$ cat src/hdl/rts_pkg.sv
`default_nettype none

package rts_pkg;

   localparam int SLOTS_DEFAULT     = 16;
   localparam int CMD_DEPTH_DEFAULT = 4;
   localparam int RSP_DEPTH_DEFAULT = 4;

   // At most this many fired reports are delivered for one tick.
   localparam int MAX_REPORTS = 16;

   // Width that holds any slot index and the slot count itself.
   localparam int IDX_EXT_W = 9;

   localparam logic [1:0] REQ_TICK   = 2'd0;
   localparam logic [1:0] REQ_ADD    = 2'd1;
   localparam logic [1:0] REQ_DELETE = 2'd2;

   localparam logic [2:0] ST_FIRED   = 3'd0;
   localparam logic [2:0] ST_ADDED   = 3'd1;
   localparam logic [2:0] ST_DELETED = 3'd2;
   localparam logic [2:0] ST_FULL    = 3'd3;
   localparam logic [2:0] ST_UNKNOWN = 3'd4;

   typedef struct packed {
      logic [1:0]  req_type;
      logic [15:0] period;
      logic [15:0] shots;
      logic [3:0]  handle;
   } req_item_type;

   typedef struct packed {
      logic [2:0] status;
      logic [3:0] slot;
      logic       last;
   } rsp_item_type;

   typedef enum logic [1:0] {
      CMD_TICK,
      CMD_ADD,
      CMD_DELETE,
      CMD_REJECT
   } cmd_kind_type;

   typedef struct packed {
      cmd_kind_type kind;
      logic [15:0]  period;
      logic [15:0]  shots;
      logic [3:0]   handle;
   } cmd_type;

   typedef struct packed {
      logic [31:0] deadline;
      logic [15:0] period;
      logic [15:0] remaining;
      logic [15:0] stamp;
   } slot_rec_type;

endpackage

`default_nettype wire

$ cat src/hdl/repeating_timer_scheduler.sv
`default_nettype none

// Timer table of SLOTS entries on a tick-driven time base, seen as a request
// queue and a response queue: write a request with push while full is low,
// and take responses with pop while empty is low. An add request takes the
// lowest free slot and answers added with the slot, or table full; a delete
// answers deleted or unknown handle; a tick advances time by one and answers
// one fired response per due timer, most recently armed first, with last set
// on the final one (at most 16 responses per tick; the others are still
// processed). Requests of the unused code are taken and dropped. The request
// queue keeps accepting while earlier requests are being worked on, but the
// engine behind it handles one request at a time and walks the slot table
// one entry per cycle through a slot memory with one read port and one
// write port: an add walks to the first free slot, a tick walks the whole
// table, and a tick with several due timers makes a fresh pass over the
// table before each further fired timer, to pick the next youngest one.
// Responses wait in their own queue, so a slow consumer only stalls the
// engine once that queue has filled.
module repeating_timer_scheduler #(
   parameter int SLOTS     = rts_pkg::SLOTS_DEFAULT,
   parameter int CMD_DEPTH = rts_pkg::CMD_DEPTH_DEFAULT,
   parameter int RSP_DEPTH = rts_pkg::RSP_DEPTH_DEFAULT
) (
   input  wire logic                  clock,
   input  wire logic                  reset,
   input  wire logic                  push,
   output logic                       full,
   input  wire rts_pkg::req_item_type req_item,
   output logic                       empty,
   input  wire logic                  pop,
   output rts_pkg::rsp_item_type      rsp_item
);

   localparam int RSPW = $bits(rts_pkg::rsp_item_type);

   // Classified requests between the front and the engine.
   logic             cmd_valid;
   rts_pkg::cmd_type cmd;
   logic             cmd_pop;

   // Responses from the engine into the response queue.
   logic                  eng_push;
   logic                  eng_full;
   rts_pkg::rsp_item_type eng_rsp;
   logic [RSPW-1:0]       rsp_rdata;

   // The front checks and normalizes each request and queues it.
   rts_front #(
      .SLOTS(SLOTS),
      .DEPTH(CMD_DEPTH)
   ) u_front (
      .clock     (clock),
      .reset     (reset),
      .push      (push),
      .full      (full),
      .req_item  (req_item),
      .cmd_valid (cmd_valid),
      .cmd       (cmd),
      .cmd_pop   (cmd_pop)
   );

   // The engine owns time, the arm counter and the slot table.
   rts_back #(
      .SLOTS(SLOTS)
   ) u_back (
      .clock     (clock),
      .reset     (reset),
      .cmd_valid (cmd_valid),
      .cmd       (cmd),
      .cmd_pop   (cmd_pop),
      .rsp_full  (eng_full),
      .rsp_push  (eng_push),
      .rsp_item  (eng_rsp)
   );

   // Responses leave in the order the engine produced them.
   rts_fifo #(
      .WIDTH(RSPW),
      .DEPTH(RSP_DEPTH)
   ) u_rsp_queue (
      .clock (clock),
      .reset (reset),
      .push  (eng_push),
      .wdata (eng_rsp),
      .full  (eng_full),
      .pop   (pop),
      .rdata (rsp_rdata),
      .empty (empty)
   );

   assign rsp_item = rts_pkg::rsp_item_type'(rsp_rdata);

endmodule

`default_nettype wire

$ cat src/hdl/rts_ram.sv
`default_nettype none

module rts_ram #(
   parameter int WIDTH = 8,
   parameter int DEPTH = 16
) (
   input  wire logic                     clock,
   input  wire logic                     we,
   input  wire logic [$clog2(DEPTH)-1:0] waddr,
   input  wire logic [WIDTH-1:0]         wdata,
   input  wire logic [$clog2(DEPTH)-1:0] raddr,
   output logic      [WIDTH-1:0]         rdata
);

   logic [WIDTH-1:0] mem_ff [DEPTH];
   logic [WIDTH-1:0] rdata_ff;

   // A read of the address being written returns the old contents.
   always_ff @(posedge clock) begin
      if (we) begin
         mem_ff[waddr] <= wdata;
      end
      rdata_ff <= mem_ff[raddr];
   end

   assign rdata = rdata_ff;

endmodule

`default_nettype wire

$ cat src/hdl/rts_fifo.sv
`default_nettype none

module rts_fifo #(
   parameter int WIDTH = 8,
   parameter int DEPTH = 4
) (
   input  wire logic             clock,
   input  wire logic             reset,
   input  wire logic             push,
   input  wire logic [WIDTH-1:0] wdata,
   output logic                  full,
   input  wire logic             pop,
   output logic      [WIDTH-1:0] rdata,
   output logic                  empty
);

   localparam int PW = $clog2(DEPTH);
   localparam int CW = $clog2(DEPTH + 1);
   localparam logic [PW-1:0] LAST_PTR = PW'(DEPTH - 1);

   logic [WIDTH-1:0] mem_ff [DEPTH];
   logic [PW-1:0]    wr_ff, wr_in;
   logic [PW-1:0]    rd_ff, rd_in;
   logic [CW-1:0]    count_ff, count_in;
   logic             do_push, do_pop;

   assign full    = (count_ff == CW'(DEPTH));
   assign empty   = (count_ff == '0);
   assign do_push = push && !full;
   assign do_pop  = pop && !empty;
   assign rdata   = mem_ff[rd_ff];

   always_comb begin
      wr_in    = wr_ff;
      rd_in    = rd_ff;
      count_in = count_ff;
      if (do_push) begin
         wr_in = (wr_ff == LAST_PTR) ? '0 : wr_ff + PW'(1);
      end
      if (do_pop) begin
         rd_in = (rd_ff == LAST_PTR) ? '0 : rd_ff + PW'(1);
      end
      if (do_push && !do_pop) begin
         count_in = count_ff + CW'(1);
      end else if (do_pop && !do_push) begin
         count_in = count_ff - CW'(1);
      end
   end

   always_ff @(posedge clock) begin
      if (do_push) begin
         mem_ff[wr_ff] <= wdata;
      end
      if (reset) begin
         wr_ff    <= '0;
         rd_ff    <= '0;
         count_ff <= '0;
      end else begin
         wr_ff    <= wr_in;
         rd_ff    <= rd_in;
         count_ff <= count_in;
      end
   end

endmodule

`default_nettype wire

$ cat src/hdl/rts_front.sv
`default_nettype none

module rts_front #(
   parameter int SLOTS = rts_pkg::SLOTS_DEFAULT,
   parameter int DEPTH = rts_pkg::CMD_DEPTH_DEFAULT
) (
   input  wire logic                 clock,
   input  wire logic                 reset,
   input  wire logic                 push,
   output logic                      full,
   input  wire rts_pkg::req_item_type req_item,
   output logic                      cmd_valid,
   output rts_pkg::cmd_type          cmd,
   input  wire logic                 cmd_pop
);

   localparam int CMDW = $bits(rts_pkg::cmd_type);

   rts_pkg::cmd_type  cls;
   logic              keep;
   logic [CMDW-1:0]   q_rdata;
   logic              q_empty;

   // Classify the request: normalize zero period and shot count, range check
   // the delete handle, and drop the unused request code.
   always_comb begin
      keep       = 1'b1;
      cls.period = (req_item.period == '0) ? 16'd1 : req_item.period;
      cls.shots  = (req_item.shots == '0) ? 16'd1 : req_item.shots;
      cls.handle = req_item.handle;
      unique case (req_item.req_type) inside
         rts_pkg::REQ_TICK: begin
            cls.kind = rts_pkg::CMD_TICK;
         end
         rts_pkg::REQ_ADD: begin
            cls.kind = rts_pkg::CMD_ADD;
         end
         rts_pkg::REQ_DELETE: begin
            if (rts_pkg::IDX_EXT_W'(req_item.handle) < rts_pkg::IDX_EXT_W'(SLOTS)) begin
               cls.kind = rts_pkg::CMD_DELETE;
            end else begin
               cls.kind = rts_pkg::CMD_REJECT;
            end
         end
         default: begin
            keep     = 1'b0;
            cls.kind = rts_pkg::CMD_TICK;
         end
      endcase
   end

   rts_fifo #(
      .WIDTH(CMDW),
      .DEPTH(DEPTH)
   ) u_cmd_queue (
      .clock (clock),
      .reset (reset),
      .push  (push && keep),
      .wdata (cls),
      .full  (full),
      .pop   (cmd_pop),
      .rdata (q_rdata),
      .empty (q_empty)
   );

   assign cmd_valid = !q_empty;
   assign cmd       = rts_pkg::cmd_type'(q_rdata);

endmodule

`default_nettype wire

$ cat src/hdl/rts_back.sv
`default_nettype none

module rts_back #(
   parameter int SLOTS = rts_pkg::SLOTS_DEFAULT
) (
   input  wire logic                  clock,
   input  wire logic                  reset,
   input  wire logic                  cmd_valid,
   input  wire rts_pkg::cmd_type      cmd,
   output logic                       cmd_pop,
   input  wire logic                  rsp_full,
   output logic                       rsp_push,
   output rts_pkg::rsp_item_type      rsp_item
);

   localparam int SW   = $clog2(SLOTS);
   localparam int LW   = $clog2(SLOTS + 1);
   localparam int RW   = $clog2(rts_pkg::MAX_REPORTS + 1);
   localparam int RECW = $bits(rts_pkg::slot_rec_type);
   localparam logic [SW-1:0] LAST_IDX = SW'(SLOTS - 1);

   typedef enum logic [2:0] {
      S_IDLE,
      S_SCAN,
      S_FIRE,
      S_ADD,
      S_DELETE
   } state_type;

   state_type             state_ff, state_in;
   rts_pkg::cmd_type      cmd_ff, cmd_in;
   logic [SW-1:0]         idx_ff, idx_in;
   logic [31:0]           now_ff, now_in;
   logic [15:0]           arm_ff, arm_in;
   logic [15:0]           base_ff, base_in;
   logic [SLOTS-1:0]      used_ff, used_in;
   logic [SLOTS-1:0]      due_ff, due_in;
   logic                  first_ff, first_in;
   logic                  found_ff, found_in;
   logic [SW-1:0]         best_ff, best_in;
   logic [15:0]           best_age_ff, best_age_in;
   rts_pkg::slot_rec_type best_rec_ff, best_rec_in;
   logic [LW-1:0]         left_ff, left_in;
   logic [RW-1:0]         reports_ff, reports_in;

   logic                  ram_we;
   logic [SW-1:0]         ram_waddr;
   rts_pkg::slot_rec_type wr_rec;
   logic [RECW-1:0]       ram_rdata;
   rts_pkg::slot_rec_type rd_rec;

   logic [15:0]                   age;
   logic                          cand;
   logic [15:0]                   rem_next;
   logic                          fire_last;
   logic                          report;
   logic [rts_pkg::IDX_EXT_W-1:0] idx_ext, best_ext, hext;
   logic [SW-1:0]                 hidx;

   assign rd_rec   = rts_pkg::slot_rec_type'(ram_rdata);
   assign idx_ext  = rts_pkg::IDX_EXT_W'(idx_ff);
   assign best_ext = rts_pkg::IDX_EXT_W'(best_ff);
   assign hext     = rts_pkg::IDX_EXT_W'(cmd_ff.handle);
   assign hidx     = hext[SW-1:0];

   // Ages are taken against the arm count at the start of the tick, so the
   // order stays fixed while due timers are re-armed.
   assign age       = base_ff - rd_rec.stamp;
   assign cand      = first_ff ? (used_ff[idx_ff] && (rd_rec.deadline == now_ff))
                               : due_ff[idx_ff];
   assign rem_next  = best_rec_ff.remaining - 16'd1;
   assign report    = (reports_ff != RW'(rts_pkg::MAX_REPORTS));
   assign fire_last = (left_ff == LW'(1)) || (reports_ff == RW'(rts_pkg::MAX_REPORTS - 1));

   always_comb begin
      state_in    = state_ff;
      cmd_in      = cmd_ff;
      idx_in      = idx_ff;
      now_in      = now_ff;
      arm_in      = arm_ff;
      base_in     = base_ff;
      used_in     = used_ff;
      due_in      = due_ff;
      first_in    = first_ff;
      found_in    = found_ff;
      best_in     = best_ff;
      best_age_in = best_age_ff;
      best_rec_in = best_rec_ff;
      left_in     = left_ff;
      reports_in  = reports_ff;
      cmd_pop     = 1'b0;
      rsp_push    = 1'b0;
      rsp_item    = '0;
      ram_we      = 1'b0;
      ram_waddr   = idx_ff;
      wr_rec      = '0;

      unique case (state_ff)
         S_IDLE: begin
            if (cmd_valid) begin
               cmd_pop = 1'b1;
               cmd_in  = cmd;
               idx_in  = '0;
               unique case (cmd.kind) inside
                  rts_pkg::CMD_TICK: begin
                     now_in     = now_ff + 32'd1;
                     base_in    = arm_ff;
                     first_in   = 1'b1;
                     found_in   = 1'b0;
                     left_in    = '0;
                     reports_in = '0;
                     due_in     = '0;
                     state_in   = S_SCAN;
                  end
                  rts_pkg::CMD_ADD: begin
                     state_in = S_ADD;
                  end
                  rts_pkg::CMD_DELETE, rts_pkg::CMD_REJECT: begin
                     state_in = S_DELETE;
                  end
                  default: begin
                     state_in = S_IDLE;
                  end
               endcase
            end
         end

         S_SCAN: begin
            if (cand) begin
               if (first_ff) begin
                  due_in[idx_ff] = 1'b1;
                  left_in        = left_ff + LW'(1);
               end
               // Strict compare: on equal ages the lower slot stays chosen.
               if (!found_ff || (age < best_age_ff)) begin
                  found_in    = 1'b1;
                  best_in     = idx_ff;
                  best_age_in = age;
                  best_rec_in = rd_rec;
               end
            end
            if (idx_ff == LAST_IDX) begin
               idx_in   = '0;
               state_in = found_in ? S_FIRE : S_IDLE;
            end else begin
               idx_in = idx_ff + SW'(1);
            end
         end

         S_FIRE: begin
            if (!report || !rsp_full) begin
               rsp_push         = report;
               rsp_item.status  = rts_pkg::ST_FIRED;
               rsp_item.slot    = best_ext[3:0];
               rsp_item.last    = fire_last;
               if (report) begin
                  reports_in = reports_ff + RW'(1);
               end
               if (rem_next != '0) begin
                  ram_we           = 1'b1;
                  ram_waddr        = best_ff;
                  wr_rec.deadline  = best_rec_ff.deadline + 32'(best_rec_ff.period);
                  wr_rec.period    = best_rec_ff.period;
                  wr_rec.remaining = rem_next;
                  wr_rec.stamp     = arm_ff;
                  arm_in           = arm_ff + 16'd1;
               end else begin
                  used_in[best_ff] = 1'b0;
               end
               due_in[best_ff] = 1'b0;
               left_in         = left_ff - LW'(1);
               first_in        = 1'b0;
               found_in        = 1'b0;
               idx_in          = '0;
               state_in        = (left_ff == LW'(1)) ? S_IDLE : S_SCAN;
            end
         end

         S_ADD: begin
            if (!used_ff[idx_ff]) begin
               if (!rsp_full) begin
                  rsp_push         = 1'b1;
                  rsp_item.status  = rts_pkg::ST_ADDED;
                  rsp_item.slot    = idx_ext[3:0];
                  rsp_item.last    = 1'b1;
                  used_in[idx_ff]  = 1'b1;
                  ram_we           = 1'b1;
                  ram_waddr        = idx_ff;
                  wr_rec.deadline  = now_ff + 32'(cmd_ff.period);
                  wr_rec.period    = cmd_ff.period;
                  wr_rec.remaining = cmd_ff.shots;
                  wr_rec.stamp     = arm_ff;
                  arm_in           = arm_ff + 16'd1;
                  idx_in           = '0;
                  state_in         = S_IDLE;
               end
            end else if (idx_ff == LAST_IDX) begin
               if (!rsp_full) begin
                  rsp_push        = 1'b1;
                  rsp_item.status = rts_pkg::ST_FULL;
                  rsp_item.slot   = 4'd0;
                  rsp_item.last   = 1'b1;
                  idx_in          = '0;
                  state_in        = S_IDLE;
               end
            end else begin
               idx_in = idx_ff + SW'(1);
            end
         end

         S_DELETE: begin
            if (!rsp_full) begin
               rsp_push      = 1'b1;
               rsp_item.slot = cmd_ff.handle;
               rsp_item.last = 1'b1;
               if ((cmd_ff.kind == rts_pkg::CMD_DELETE) && used_ff[hidx]) begin
                  used_in[hidx]   = 1'b0;
                  rsp_item.status = rts_pkg::ST_DELETED;
               end else begin
                  rsp_item.status = rts_pkg::ST_UNKNOWN;
               end
               state_in = S_IDLE;
            end
         end

         default: begin
            state_in = S_IDLE;
         end
      endcase
   end

   always_ff @(posedge clock) begin
      cmd_ff      <= cmd_in;
      base_ff     <= base_in;
      best_ff     <= best_in;
      best_age_ff <= best_age_in;
      best_rec_ff <= best_rec_in;
      if (reset) begin
         state_ff   <= S_IDLE;
         idx_ff     <= '0;
         now_ff     <= '0;
         arm_ff     <= '0;
         used_ff    <= '0;
         due_ff     <= '0;
         first_ff   <= 1'b0;
         found_ff   <= 1'b0;
         left_ff    <= '0;
         reports_ff <= '0;
      end else begin
         state_ff   <= state_in;
         idx_ff     <= idx_in;
         now_ff     <= now_in;
         arm_ff     <= arm_in;
         used_ff    <= used_in;
         due_ff     <= due_in;
         first_ff   <= first_in;
         found_ff   <= found_in;
         left_ff    <= left_in;
         reports_ff <= reports_in;
      end
   end

   // The read address is the next scan index, so the registered read data
   // always belongs to the slot that idx_ff points at.
   rts_ram #(
      .WIDTH(RECW),
      .DEPTH(SLOTS)
   ) u_slot_ram (
      .clock (clock),
      .we    (ram_we),
      .waddr (ram_waddr),
      .wdata (wr_rec),
      .raddr (idx_in),
      .rdata (ram_rdata)
   );

endmodule

`default_nettype wire

$ cat config.mk
export PLATFORM = sky130hd
export DESIGN_NAME = repeating_timer_scheduler
export DESIGN_NICKNAME = d
export VERILOG_FILES = /design/src/hdl/rts_pkg.sv /design/src/hdl/repeating_timer_scheduler.sv /design/src/hdl/rts_ram.sv /design/src/hdl/rts_fifo.sv /design/src/hdl/rts_front.sv /design/src/hdl/rts_back.sv
export SDC_FILE = /design/constraint.sdc
export NUM_CORES = 2
export LEC_CHECK = 0
export BUFFER_PORTS_ARGS = -buffer_cell sky130_fd_sc_hd__buf_4
export CORE_ASPECT_RATIO = 0.5
export CORE_MARGIN = 2
export CORE_UTILIZATION = 42
export DETAILED_ROUTE_END_ITERATION = 7
export PLACE_DENSITY = 0.58
export REMOVE_ABC_BUFFERS = 1
export SLEW_MARGIN = 20
export SYNTH_ARGS = -nofsm -noshare
export SYNTH_HDL_FRONTEND = slang
export SYNTH_SLANG_ARGS = --single-unit
$ cat constraint.sdc
create_clock -name clock -period 14.3 [get_ports clock]
set_input_delay 1.43 -clock clock [delete_from_list [all_inputs] [get_ports clock]]
set_output_delay 1.43 -clock clock [all_outputs]
set_load 0.1 [all_outputs]
==> run metrics <==
portion of netlist area occupied by mux cells=0.1534; Post-Syn Instances=3881; TritonCTS Buffers=~160; Max VDD drop=0.0001426 V; HP Start=u_back.u_slot_ram.rdata[44]; XOR/XNOR Fraction of Synth Area=0.01926; Crit Reg-Reg Startpoint=u_back.idx_ff[1]; Die W=590.7 um; vias after detailed routing=36480; post-DP HPWL=93130 um; post-route cell area=80980 um2; top-area cell type share of the netlist area=0.6654; R2R Path End=u_back.u_slot_ram.rdata[25]; Post-synth top flop=edfxtp_1; P&R area growth vs syn=12.01%; status=finished clean; CP max FO=112; Synth Cell Area=approximately 72000 um2; r2r worst-path depth=13; pwr dens=157.9 nW/um2; worst-path cell chain=ha_1 > nand2b_1 > o22ai_1 > nand2_1 > a31oi_2 > a22oi_2 > a2bb2oi_4 > buf_12 > buf_12 > buf_12 > mux4_2 > mux2i_1 > mux2i_1; Post-synth ARST share=0; Worst Setup Start Kind=flop; row count=between 100 and 150; WHS Endpoint=u_back.best_rec_ff[44]; final std cells w/o fill=6400; crit path time final=6087 ps; Initial Util=0.4238; cts-stage hold buffer count=0; worst-skew pair later-pin latency=810 ps; hold path depth=0; RSZ-0062 raised after global routing=false; H-tree depth=4; worst path arrival time=6730 ps; final wirelength=170200 um; Fmax=0.1643 GHz; # Post-CTS Setup Buffers=0; most frequent cells in the layout=1602 x edfxtp_1, 377 x mux4_2, 256 x mux2i_1, 195 x dfxtp_1, 165 x clkbuf_16; Simple-Gate Fraction of Synth Area=0.03815; skew final=21.09 ps; CTS Sinks=1799; clk buf depth=3; Slowest-stage cell, CP=dfxtp_1; Worst slew margin=0.1611; HP Class=reg -> reg; post-synthesis sequential area ratio=0.7200; number of global-route vias before repair=around 37000; crit path kind=reg -> reg; vias per std cell=between 5 and 6; largest cells by area after synthesis=edfxtp_1 67%, mux4_2 12%, dfxtp_1 5.5%; final hold slack=404.4 ps; DP Area=75320 um2; number of port buffers=51; Critical Path RT=about 15000 ps; crit-path most repeated cell=buf_12; synthesis-stage register bit count=1799; number of remaining DRC errors=0; Max-Cap Viols=0; DR WL/cell=about 27 um; GRT Residual Overflow=0; fraction of layout cells with a size suffix above 1=0.2041; Final Hold Viols=0; DIE AREA=175700 um2; Clk pin slew, worst setup/hold paths=60 ps; Leakage=25.97 nW; kind of cell adding the most delay to the critical path=buffers and inverters; Critical path buffers and inverters=3; Post-synth EDFFs=between 1500 and 2000; Ant. Diodes=0; DRT iter0 DRCs=3406; Critical Path Sink Type=flop; most common cell after layout, fill and taps aside=edfxtp_1; Synth Warn #=0; main combinational cell family by area after synthesis=multiplexers; initial antenna violation count=2; Final Power=12.79 mW; Yosys cell types=90; Post-Route Setup TNS=0 ps; All-Layer GR Usage=0.1934; Setup Viol. Count Final=0; first-pass GRT wire length=250000 um; Slew @ Worst Pin=1258 ps; GPL Wtd Cong=0.8297; placed insts=between 6000 and 7000; worst stage delay on the critical path=about 950 ps; post-route ant nets=0; Nets=4102; Final Slew Violations=0; largest net degree at the start of global routing=153; Synth Area in Compound Gates=0.03430; syn_area_per_cell=18.63 um2; Root Buffer Master=clkbuf_16; flop-to-flop setup slack=8210 ps; area leader, netlist=edfxtp_1; post-CTS sizing=0; router iterations before antenna repair=5; period utilization=0.4256; Die Ht=297.4 um; CTS tree=yes; Synth Area in Adders=0.01662; core area=170600 um2; num ports=52
[routing by layer]
layer / vias to the layer above / global-route usage / part of all wire
met5: - / 0 / 0.000076
met4: 2 / 0.04614 / 0.017
met3: 196 / 0.02494 / 0.051
met2: 1026 / 0.2970 / 0.46
met1: 19510 / 0.2939 / 0.47
li1: 15740 / - / -
[worst max-delay path by stage]
stage                                              to        startpoint  slack (ps)  cells after the start
final                     u_back.u_slot_ram.rdata[25]  u_back.idx_ff[1]        8210                     13
after CTS                 u_back.u_slot_ram.rdata[28]  u_back.idx_ff[1]        8060                     13
after global routing      u_back.u_slot_ram.rdata[53]  u_back.idx_ff[1]        7630                     13
after global placement    u_back.u_slot_ram.rdata[28]  u_back.idx_ff[1]        8050                     13
after detailed placement  u_back.u_slot_ram.rdata[28]  u_back.idx_ff[1]        8050                     13
after floorplan            u_back.u_slot_ram.rdata[0]  u_back.idx_ff[1]      -14880                      9
[worst reg2reg max path, cell delays in order (launching register included)]
cell,delay (ps)
dfxtp_1,950
ha_1,660
nand2b_1,200
o22ai_1,90
nand2_1,110
a31oi_2,140
a22oi_2,290
a2bb2oi_4,190
buf_12,610
buf_12,890
buf_12,830
mux4_2,700
mux2i_1,180
mux2i_1,100
[flip-flops by register name (all words and copies together), names as in the netlist, 32 cells and up, named ones only]
signal,count
u_back.u_slot_ram.mem_ff,1280
u_front.u_cmd_queue.mem_ff,152
u_back.now_ff,32
u_back.u_slot_ram.rdata,80
u_rsp_queue.mem_ff,32
u_back.cmd_ff,34
u_back.best_rec_ff,64
[cell type report]
| cell class | count | area (um2) |
|---|---|---|
| multi-input cells | 1801 | 19290 |
| flip-flops and latches | 1799 | 52050 |
| repair buffers | 131 | 1074 |
| well taps | 2289 | 2864 |
| fillers | 14050 | 89590 |
| clock buffers | 231 | 4517 |
| clock inverters | 79 | 915.9 |
| inverters | 70 | 264.0 |
[through the flow]
step                worst slack, ps    util
floorplan                    -14880       -
global placement               8046  0.4415
detailed placement             8052  0.4416
CTS                            8059  0.4735
global route                   7632  0.4748
finish                         8214  0.4748
[cell usage after synthesis, drive strengths merged, types with 24 or more instances]
cell type / n
dfxtp: 197
xnor2: 72
nor2: 171
mux4: 378
o22ai: 31
clkbuf: 98
nand4: 27
nor3: 42
a22o: 24
a211oi: 37
edfxtp: 1602
ha: 88
nand3: 38
inv: 69
mux2i: 257
o21ai: 59
a21oi: 86
buf: 113
nor2b: 27
xor2: 87
a31oi: 27
nand2: 117
[report_power, final]
group	total, mW	internal [mW]	switching [mW]
Combinational	1.88	0.673	1.20
Sequential	6.45	6.20	0.250
Clock	4.46	2.50	1.96
Total	12.8	9.37	3.41
[kinds of logic (layout without fill, tap and decap cells)]
| group | count (synthesis) | in the layout |
|---|---|---|
| XOR/XNOR | 159 | 159 |
| multiplexers | 635 | 635 |
| adder cells (fa/ha/maj) | 93 | 93 |
| flip-flops | 1799 | 1799 |
| buffers and inverters | 281 | 511 |
| AO/OA/AOI/OAI | 366 | 366 |
| AND/OR/NAND/NOR | 548 | 548 |
Power figures use the tool's default switching activity.
